[config.mk]
export PLATFORM = sky130hd
export DESIGN_NAME = pid_motor_rate_drive
export DESIGN_NICKNAME = d
export VERILOG_FILES = /design/src/rtl/core/pmrd_pkg.sv /design/src/rtl/core/pmrd_cfg.sv /design/src/rtl/core/pmrd_drive.sv /design/src/rtl/core/pid_motor_rate_drive.sv
export SDC_FILE = /design/constraint.sdc
export NUM_CORES = 2
export LEC_CHECK = 0
export ABC_AREA = 1
export BUFFER_PORTS_ARGS = -buffer_cell sky130_fd_sc_hd__buf_2
export CAP_MARGIN = 10
export CORE_AREA = 4 4 383 385
export DETAILED_ROUTE_END_ITERATION = 8
export DIE_AREA = 0 0 387 389
export PLACE_DENSITY = 0.57
export SKIP_CTS_REPAIR_TIMING = 1
export SYNTH_ARGS = -nofsm -noshare
export SYNTH_HDL_FRONTEND = slang
export SYNTH_SLANG_ARGS = --single-unit
export TNS_END_PERCENT = 30
[constraint.sdc]
create_clock -name clk -period 6.13 [get_ports clk]
set_input_delay 0.3065 -clock clk [delete_from_list [all_inputs] [get_ports clk]]
set_output_delay 0.3065 -clock clk [all_outputs]
set_load 0.02 [all_outputs]
[src/rtl/core/pmrd_pkg.sv]
// shared types, register codes and constants for the motor rate PID drive
package pmrd_pkg;

	// field widths
	localparam int GAIN_W     = 12;
	localparam int CFG_DATA_W = 12;
	localparam int CFG_IDX_W  = 3;

	// register indexes on the configuration port
	typedef enum logic [CFG_IDX_W-1:0] {
		CFG_GAIN_PROP   = 3'd0,
		CFG_GAIN_INTEG  = 3'd1,
		CFG_GAIN_DERIV  = 3'd2,
		CFG_RATE_MODE   = 3'd3,
		CFG_MOTOR_EN    = 3'd4,
		CFG_SINGLE_PIN  = 3'd5
	} cfg_idx_t;

	// register reset values
	localparam logic [GAIN_W-1:0] GAIN_PROP_RST  = 12'd77;
	localparam logic [GAIN_W-1:0] GAIN_INTEG_RST = 12'd26;
	localparam logic [GAIN_W-1:0] GAIN_DERIV_RST = 12'd26;
	localparam logic RATE_MODE_RST  = 1'b1;
	localparam logic MOTOR_EN_RST   = 1'b0;
	localparam logic SINGLE_PIN_RST = 1'b0;

	// input beat kinds
	localparam logic KIND_TARGET = 1'b0;
	localparam logic KIND_TICK   = 1'b1;

	// drive direction codes
	typedef enum logic [1:0] {
		DIR_OFF = 2'd0,
		DIR_FWD = 2'd1,
		DIR_REV = 2'd2
	} dir_t;

	// command scale
	localparam logic [7:0] CMD_MID   = 8'd90;
	localparam logic [7:0] CMD_MAX   = 8'd180;
	localparam logic [7:0] FWD_ABOVE = 8'd105;
	localparam logic [7:0] REV_BELOW = 8'd75;
	localparam int FRAC_BITS = 8;

	// duty = mag*255/90 = floor(mag*17/6), done as mag*17*10923 >> 16 (exact for mag <= 90)
	localparam logic [17:0] DUTY_RECIP = 18'd185691;
	localparam int DUTY_SHIFT = 16;

	// configuration register bank
	typedef struct packed {
		logic [GAIN_W-1:0] gain_prop;
		logic [GAIN_W-1:0] gain_integ;
		logic [GAIN_W-1:0] gain_deriv;
		logic              rate_mode_on;
		logic              motor_enabled;
		logic              single_pin_mode;
	} cfg_t;

	// input beat
	typedef struct packed {
		logic               kind;
		logic [7:0]         target_value;
		logic signed [15:0] measured_speed;
	} in_beat_t;

	// result beat
	typedef struct packed {
		logic [7:0] speed_command;
		logic [7:0] pwm_duty;
		dir_t       direction;
	} out_beat_t;

endpackage

[src/rtl/core/pmrd_cfg.sv]
// configuration register bank for the motor rate PID drive
module pmrd_cfg
	import pmrd_pkg::*;
(
	input  logic                  clk,
	input  logic                  arst_n,
	input  logic                  cfg_we,
	input  logic [CFG_IDX_W-1:0]  cfg_index,
	input  logic [CFG_DATA_W-1:0] cfg_data,
	output cfg_t                  cfg
);

	cfg_t cfg_q;

	// register writes, unknown indexes ignored
	always_ff @(posedge clk or negedge arst_n) begin
		if (!arst_n) begin
			cfg_q.gain_prop       <= GAIN_PROP_RST;
			cfg_q.gain_integ      <= GAIN_INTEG_RST;
			cfg_q.gain_deriv      <= GAIN_DERIV_RST;
			cfg_q.rate_mode_on    <= RATE_MODE_RST;
			cfg_q.motor_enabled   <= MOTOR_EN_RST;
			cfg_q.single_pin_mode <= SINGLE_PIN_RST;
		end else if (cfg_we) begin
			case (cfg_idx_t'(cfg_index))
				CFG_GAIN_PROP:  cfg_q.gain_prop       <= cfg_data[GAIN_W-1:0];
				CFG_GAIN_INTEG: cfg_q.gain_integ      <= cfg_data[GAIN_W-1:0];
				CFG_GAIN_DERIV: cfg_q.gain_deriv      <= cfg_data[GAIN_W-1:0];
				CFG_RATE_MODE:  cfg_q.rate_mode_on    <= cfg_data[0];
				CFG_MOTOR_EN:   cfg_q.motor_enabled   <= cfg_data[0];
				CFG_SINGLE_PIN: cfg_q.single_pin_mode <= cfg_data[0];
				default: ;
			endcase
		end
	end

	assign cfg = cfg_q;

endmodule

[src/rtl/core/pmrd_drive.sv]
// maps a clamped command to bridge duty and direction
module pmrd_drive
	import pmrd_pkg::*;
(
	input  logic [7:0] cmd,
	input  logic       single_pin_mode,
	output out_beat_t  beat
);

	logic [6:0]  mag;
	logic [24:0] duty_prod;

	// distance from the stop point
	always_comb begin
		if (cmd >= CMD_MID) begin
			mag = 7'(cmd - CMD_MID);
		end else begin
			mag = 7'(CMD_MID - cmd);
		end
	end

	// scale 0..90 to 0..255 by reciprocal multiply
	assign duty_prod = 25'(mag) * 25'(DUTY_RECIP);

	// duty and direction pins
	always_comb begin
		beat.speed_command = cmd;
		if (single_pin_mode) begin
			beat.pwm_duty  = cmd;
			beat.direction = DIR_OFF;
		end else begin
			beat.pwm_duty = duty_prod[DUTY_SHIFT+7:DUTY_SHIFT];
			if (cmd > FWD_ABOVE) begin
				beat.direction = DIR_FWD;
			end else if (cmd < REV_BELOW) begin
				beat.direction = DIR_REV;
			end else begin
				beat.direction = DIR_OFF;
			end
		end
	end

endmodule

[src/rtl/core/pid_motor_rate_drive.sv]
// top level: motor speed PID loop with H-bridge PWM duty and direction
// a taken beat passes the stage 1, 2 and 3 registers and the output register; out_ready can stall each
// throughput: one input beat per cycle unless stalled; the loop state is updated at the accepting edge
// stages: state update, three gain multiplies, sum and clamp, duty mapping into the output register
// reset: arst_n clears gains to defaults, target, integral, last error and all stage valids
module pid_motor_rate_drive
	import pmrd_pkg::*;
(
	input  logic                  clk,
	input  logic                  arst_n,
	input  logic                  in_valid,
	output logic                  in_ready,
	input  in_beat_t              in_data,
	output logic                  out_valid,
	input  logic                  out_ready,
	output out_beat_t             out_data,
	input  logic                  cfg_we,
	input  logic [CFG_IDX_W-1:0]  cfg_index,
	input  logic [CFG_DATA_W-1:0] cfg_data
);

	localparam logic signed [47:0] T_MID = 48'sd23040;  // 90 in Q.8
	localparam logic signed [47:0] T_MAX = 48'sd46080;  // 180 in Q.8

	cfg_t cfg;

	// loop state
	logic signed [7:0]  target_q;
	logic signed [31:0] integ_q;
	logic signed [16:0] last_err_q;

	// stage registers
	logic               valid_s1, stop_s1;
	logic signed [16:0] err_s1;
	logic signed [31:0] integ_s1;
	logic signed [17:0] derr_s1;
	logic               valid_s2, stop_s2;
	logic signed [29:0] p_s2;
	logic signed [44:0] i_s2;
	logic signed [30:0] d_s2;
	logic               valid_s3;
	logic [7:0]         cmd_s3;
	logic               out_valid_q;
	out_beat_t          out_data_q;

	// combinational
	logic               in_fire, tick_run, is_stop, res_c;
	logic [7:0]         tv_c, tdiff_c;
	logic signed [16:0] err_c;
	logic signed [32:0] isum_c;
	logic signed [31:0] isat_c;
	logic signed [17:0] derr_c;
	logic signed [46:0] sum_c;
	logic signed [47:0] t_c;
	logic [7:0]         cmd_c;
	logic               rdy_out, rdy_s3, rdy_s2, rdy_s1;
	out_beat_t          drive_c;

	pmrd_cfg u_cfg (
		.clk       (clk),
		.arst_n    (arst_n),
		.cfg_we    (cfg_we),
		.cfg_index (cfg_index),
		.cfg_data  (cfg_data),
		.cfg       (cfg)
	);

	// stage ready chain, bubbles are squeezed out
	assign rdy_out  = !out_valid_q || out_ready;
	assign rdy_s3   = !valid_s3 || rdy_out;
	assign rdy_s2   = !valid_s2 || rdy_s3;
	assign rdy_s1   = !valid_s1 || rdy_s2;
	assign in_ready = rdy_s1;
	assign in_fire  = in_valid && in_ready;

	// input decode, error and saturated integral
	assign tick_run = cfg.motor_enabled && cfg.rate_mode_on;
	assign tv_c     = (in_data.target_value > CMD_MAX) ? CMD_MAX : in_data.target_value;
	assign tdiff_c  = tv_c - CMD_MID;
	assign is_stop  = (in_data.kind == KIND_TARGET) && (tv_c == CMD_MID);
	assign res_c    = is_stop || ((in_data.kind == KIND_TICK) && tick_run);
	assign err_c    = 17'(in_data.measured_speed) - 17'(target_q);
	assign isum_c   = 33'(integ_q) + 33'(err_c);
	assign derr_c   = 18'(err_c) - 18'(last_err_q);

	always_comb begin
		if (isum_c[32] != isum_c[31]) begin
			isat_c = isum_c[32] ? 32'sh8000_0000 : 32'sh7FFF_FFFF;
		end else begin
			isat_c = isum_c[31:0];
		end
	end

	// loop state update on each taken target beat, and on each taken tick beat while running
	always_ff @(posedge clk or negedge arst_n) begin
		if (!arst_n) begin
			target_q   <= '0;
			integ_q    <= '0;
			last_err_q <= '0;
		end else if (in_fire) begin
			if (in_data.kind == KIND_TARGET) begin
				target_q <= $signed(tdiff_c);
				if (is_stop) begin
					integ_q    <= '0;
					last_err_q <= '0;
				end
			end else if (tick_run) begin
				integ_q    <= isat_c;
				last_err_q <= err_c;
			end
		end
	end

	// stage 1: error terms
	always_ff @(posedge clk or negedge arst_n) begin
		if (!arst_n) begin
			valid_s1 <= 1'b0;
		end else if (rdy_s1) begin
			valid_s1 <= in_fire && res_c;
		end
	end

	always_ff @(posedge clk) begin
		if (rdy_s1 && in_fire) begin
			stop_s1  <= in_data.kind == KIND_TARGET;
			err_s1   <= err_c;
			integ_s1 <= isat_c;
			derr_s1  <= derr_c;
		end
	end

	// stage 2: gain products
	always_ff @(posedge clk or negedge arst_n) begin
		if (!arst_n) begin
			valid_s2 <= 1'b0;
		end else if (rdy_s2) begin
			valid_s2 <= valid_s1;
		end
	end

	always_ff @(posedge clk) begin
		if (rdy_s2 && valid_s1) begin
			stop_s2 <= stop_s1;
			p_s2    <= $signed({1'b0, cfg.gain_prop}) * err_s1;
			i_s2    <= $signed({1'b0, cfg.gain_integ}) * integ_s1;
			d_s2    <= $signed({1'b0, cfg.gain_deriv}) * derr_s1;
		end
	end

	// sum and clamp to 0..180, floor of the Q.8 value; a target stop beat gives the midpoint
	assign sum_c = 47'(p_s2) + 47'(i_s2) + 47'(d_s2);
	assign t_c   = T_MID - 48'(sum_c);

	always_comb begin
		if (stop_s2) begin
			cmd_c = CMD_MID;
		end else if (t_c <= 48'sd0) begin
			cmd_c = '0;
		end else if (t_c >= T_MAX) begin
			cmd_c = CMD_MAX;
		end else begin
			cmd_c = t_c[FRAC_BITS+7:FRAC_BITS];
		end
	end

	// stage 3: command
	always_ff @(posedge clk or negedge arst_n) begin
		if (!arst_n) begin
			valid_s3 <= 1'b0;
		end else if (rdy_s3) begin
			valid_s3 <= valid_s2;
		end
	end

	always_ff @(posedge clk) begin
		if (rdy_s3 && valid_s2) begin
			cmd_s3 <= cmd_c;
		end
	end

	pmrd_drive u_drive (
		.cmd             (cmd_s3),
		.single_pin_mode (cfg.single_pin_mode),
		.beat            (drive_c)
	);

	// output register
	always_ff @(posedge clk or negedge arst_n) begin
		if (!arst_n) begin
			out_valid_q <= 1'b0;
		end else if (rdy_out) begin
			out_valid_q <= valid_s3;
		end
	end

	always_ff @(posedge clk) begin
		if (rdy_out && valid_s3) begin
			out_data_q <= drive_c;
		end
	end

	assign out_valid = out_valid_q;
	assign out_data  = out_data_q;

endmodule

==> impl.org <==
** Run status
- Outcome :: finished clean

** Global route
- Via count of the first global-routing pass :: 41541
- Wire length of the first global-routing pass :: 220300 um
- Largest net degree at the start of global routing :: 69
- GR Overflow Total :: 0
- Global routing used 18.08% of the available tracks.
- The number of antenna violations at the first check in global routing came to 2.

** Floorplan
- Measured along the y axis, the die boundary spans 389 um.
- In this run the core area contains 139 standard-cell rows.
- The die is 387 um wide.
- Starting density of the core :: 35.83%
- Area of the die :: 0.1505 mm2
- During I/O placement, the number of pins put on the boundary was 65.
- The core region is 0.1431 mm2.

** Timing
- The final-report max-slew violation count is 0.
- RSZ-0062 raised after global routing :: yes
- For the pin with the worst max-slew slack, the measured transition is 0.9059 ns.
- Minimum period implied by the final worst setup slack :: 5.918 ns
- Setup violations remaining at the end of the flow were counted as 0.
- On the final layout, the worst hold slack is 0.009961 ns.
- Clock skew after layout :: 0.05345 ns
- Max Clk Rate :: 169.0 MHz
- Final hold violations :: 0
- Worst slew slack as a fraction of its limit :: 39.54%
- The final critical path takes up 96.54% of the cycle.

** Yosys
- Share of cell area taken by muxes after synthesis :: 0%
- The synthesized netlist devotes 3.228% of its cell area to XOR and XNOR gates.
- Summing the areas of all compound-gate instances in the mapped netlist gives 5.858% of the synthesized area.
- Counting every instance in the synthesized netlist gives 6464.
- Library cells used by synthesis :: 66
- Summed instance area of the synthesized netlist :: 0.05128 mm2
- Async S/R FF share, synth :: 33.22%
- inv_1 is the most common cell in the netlist.
- The biggest area contributor in the post-synthesis netlist is fa_1.
- Syn Nets :: 7764
- By area the synthesized netlist is led by fa_1 31%, inv_1 13%, nand2_1 13%.
- Part of the Yosys area used for sequential elements :: 16.68%
- Cell types with the highest counts after synthesis :: 1783 x inv_1, 1729 x nand2_1, 798 x fa_1
- A synthesized cell averages 7.934 um2.
- Count of flip-flops with a built-in enable after synthesis :: 201
- After Yosys synthesis, full adders, half adders and majority gates account for 42.30% of the synthesized area.
- By area, the combinational part of the netlist is dominated by adder cells.
- For this run, the leading register cell type out of synthesis is edfxtp_1.
- Summed over its instances, the top area cell type makes up 31.15% of the synthesized netlist area.
- Seq cells post-synth :: 301
- Yosys warning count :: 0
- Summing the areas of all and, or, nand and nor instances in the mapped netlist gives 17.36% of the synthesized area.

** Route
- Total met2 wirelength after detailed routing :: 62910 um
- DR DRC count :: 0
- Routed via count divided by cell count :: 4.661
- The first TritonRoute pass finished after 8 iterations.
- The detail route stage leaves a number of antenna-violating nets equal to 0.
- WL final :: 133400 um
- The detailed router finished its first iteration with 2055 violations.
- After detailed routing, the wire length on met1 is 60980 um.
- After detailed routing, no signal wire sits above met4.
- Summing over every cut layer, the via total after detailed routing is 39198.
- Dividing the detail-routed wire length by the instance count gives 15.86 um.
- Detailed routing placed a total of 5990 um of wire on met3.

** Flow run
- Max capacitance violation total :: 0

** Critical path
- CP endpoint kind :: flop
- Slowest CP cell :: dfstp_2
- Cells along the critical path :: buf_6 > buf_4 > nand2_1 > fa_1 > inv_1 > fa_1 > fa_1 > inv_1 > fa_1 > inv_1 > fa_1 > ha_2 > a21oi_1 > inv_1 > a31oi_1 > inv_1 > a21oi_1 > o21ai_0 > nand2_1 > nand2_1 > nand2_1 > nand2_1 > xor2_1
- Data arrival time of the critical path :: 6.26 ns
- CP max FO :: 17
- Critical Path Source Type :: flop
- Counting both buffers and inverters, the worst setup path holds a total of 7.
- By startpoint and endpoint, the worst setup path is classified as reg -> reg.
- Critical path required time :: 6.47 ns
- Critical path's top delay family :: adder cells
- In this design, the stage delay of the slowest critical-path cell is 0.62 ns.

** Cells and area
- Share of post-route cells with drive strength above 1 :: 4.965%
- At the end of the flow, the number of nets in the layout was 7775.
- Layout Utilization :: 38.72%
- Compared with the post-synthesis result, the final layout area differs by 8.071%.
- Count of fill cells added during filler insertion :: 14684

** Clock network
- Number of levels the H-tree was split into :: 2
- Clock slew at reported path FFs :: 0.06 ns
- CTS placed an instance of clkbuf_16 at the clock tree root.
- In this run the deepest clock path goes through 3 buffers.
- Clock sink count :: 301
- Clock buffers created by TritonCTS :: 38
- For the worst-skew pair, the clock arrives at the later sink with an insertion delay of 0.64 ns.
- TritonCTS clock tree :: done

** Placement
- Detailed Place HPWL :: 114600 um
- Weighted congestion reported at the end of routability-driven placement :: 0.9080
- Input and output buffers added on the ports amount to 64.

** Hold path
- Hold/Removal Path Class :: in -> reg
[state kept, by name, indices dropped and copies added, names as in the netlist, 18 cells and up]
register,count
p_s2,30
integ_s1,32
d_s2,31
out_data,18
integ_q,32
u_cfg.cfg,39
derr_s1,18
i_s2,45
[final timing paths]
kind / startpoint / end / slack, ns / depth (start not counted)
min in group asynchronous: arst_n / integ_q[23] / 0.19 / 2
max in group asynchronous: arst_n / u_cfg.cfg[0] / 4.90 / 3
worst min register to register: valid_s3 / out_valid / 0.46 / 2
worst min-delay path: in_data[22] / target_q[7] / 0.01 / 4
worst max register to register: u_cfg.cfg[16] / i_s2[29] / 0.21 / 23
worst max-delay path: u_cfg.cfg[16] / i_s2[29] / 0.21 / 23
[kinds of logic (layout without fill, tap and decap cells)]
family,Yosys count,in the layout
AOI/OAI and AO/OA,524,524
xor gates and xnor gates,189,189
adders and majority gates,1255,1255
buffers and inverters,1976,2017
DFF,301,301
other,0,1
and+or+nand+nor,2219,2219
[layer usage]
metal	vias to the layer above	global-route usage, %
met3	152	2.087
li1	19097	-
met4	0	4.830
met2	772	30.93
met1	19177	24.35
met5	-	0
[cells in the final DEF (no fill, tap or decap), drive strengths merged, types with 14 or more instances in the layout]
cell and n:
nor3 31, nand2 1774, clkbuf 50, nand3b 18, xor2 117, a21oi 226, a31oi 28, nand4 31
o21ai 167, fa 798, nand3 111, xnor2 72, edfxtp 201, a21o 14, nor2 235, o21bai 18
inv 1795, ha 457, dfrtp 89, buf 152
[final cells by class]
class	count	area, um2	share of cell area [%]
multi-input cells	4187	35280	63.65
flip-flops and latches	301	8561	15.45
inverters	1791	6725	12.13
well taps	1903	2381	4.296
repair buffers	156	1127	2.034
clock buffers	50	1037	1.872
clock inverters	20	311.5	0.5621
diodes	1	2.502	0.004515
[worst min-delay path, stage by stage]
cell     delay (ns)
buf_2          0.10
o21ai_0        0.08
nand2_1        0.06
o22ai_1        0.06
[metrics by stage]
step | instance area [um2] | worst slack [ns] | instances | TNS (ns)
finish | 55420 | 0.2123 | 8409 | 0
global route | 55420 | -0.02974 | 8409 | -0.03106
CTS | 55320 | 0.1435 | 8400 | 0
detailed placement | 53970 | 0.1830 | 8330 | 0
global placement | 53970 | 0.2268 | 8330 | 0
floorplan | 51280 | 0.3875 | 6464 | 0
Power is left out: the tool's default activity adds up to more than one toggle a clock period on the data nets, which glitch-free logic cannot reach.
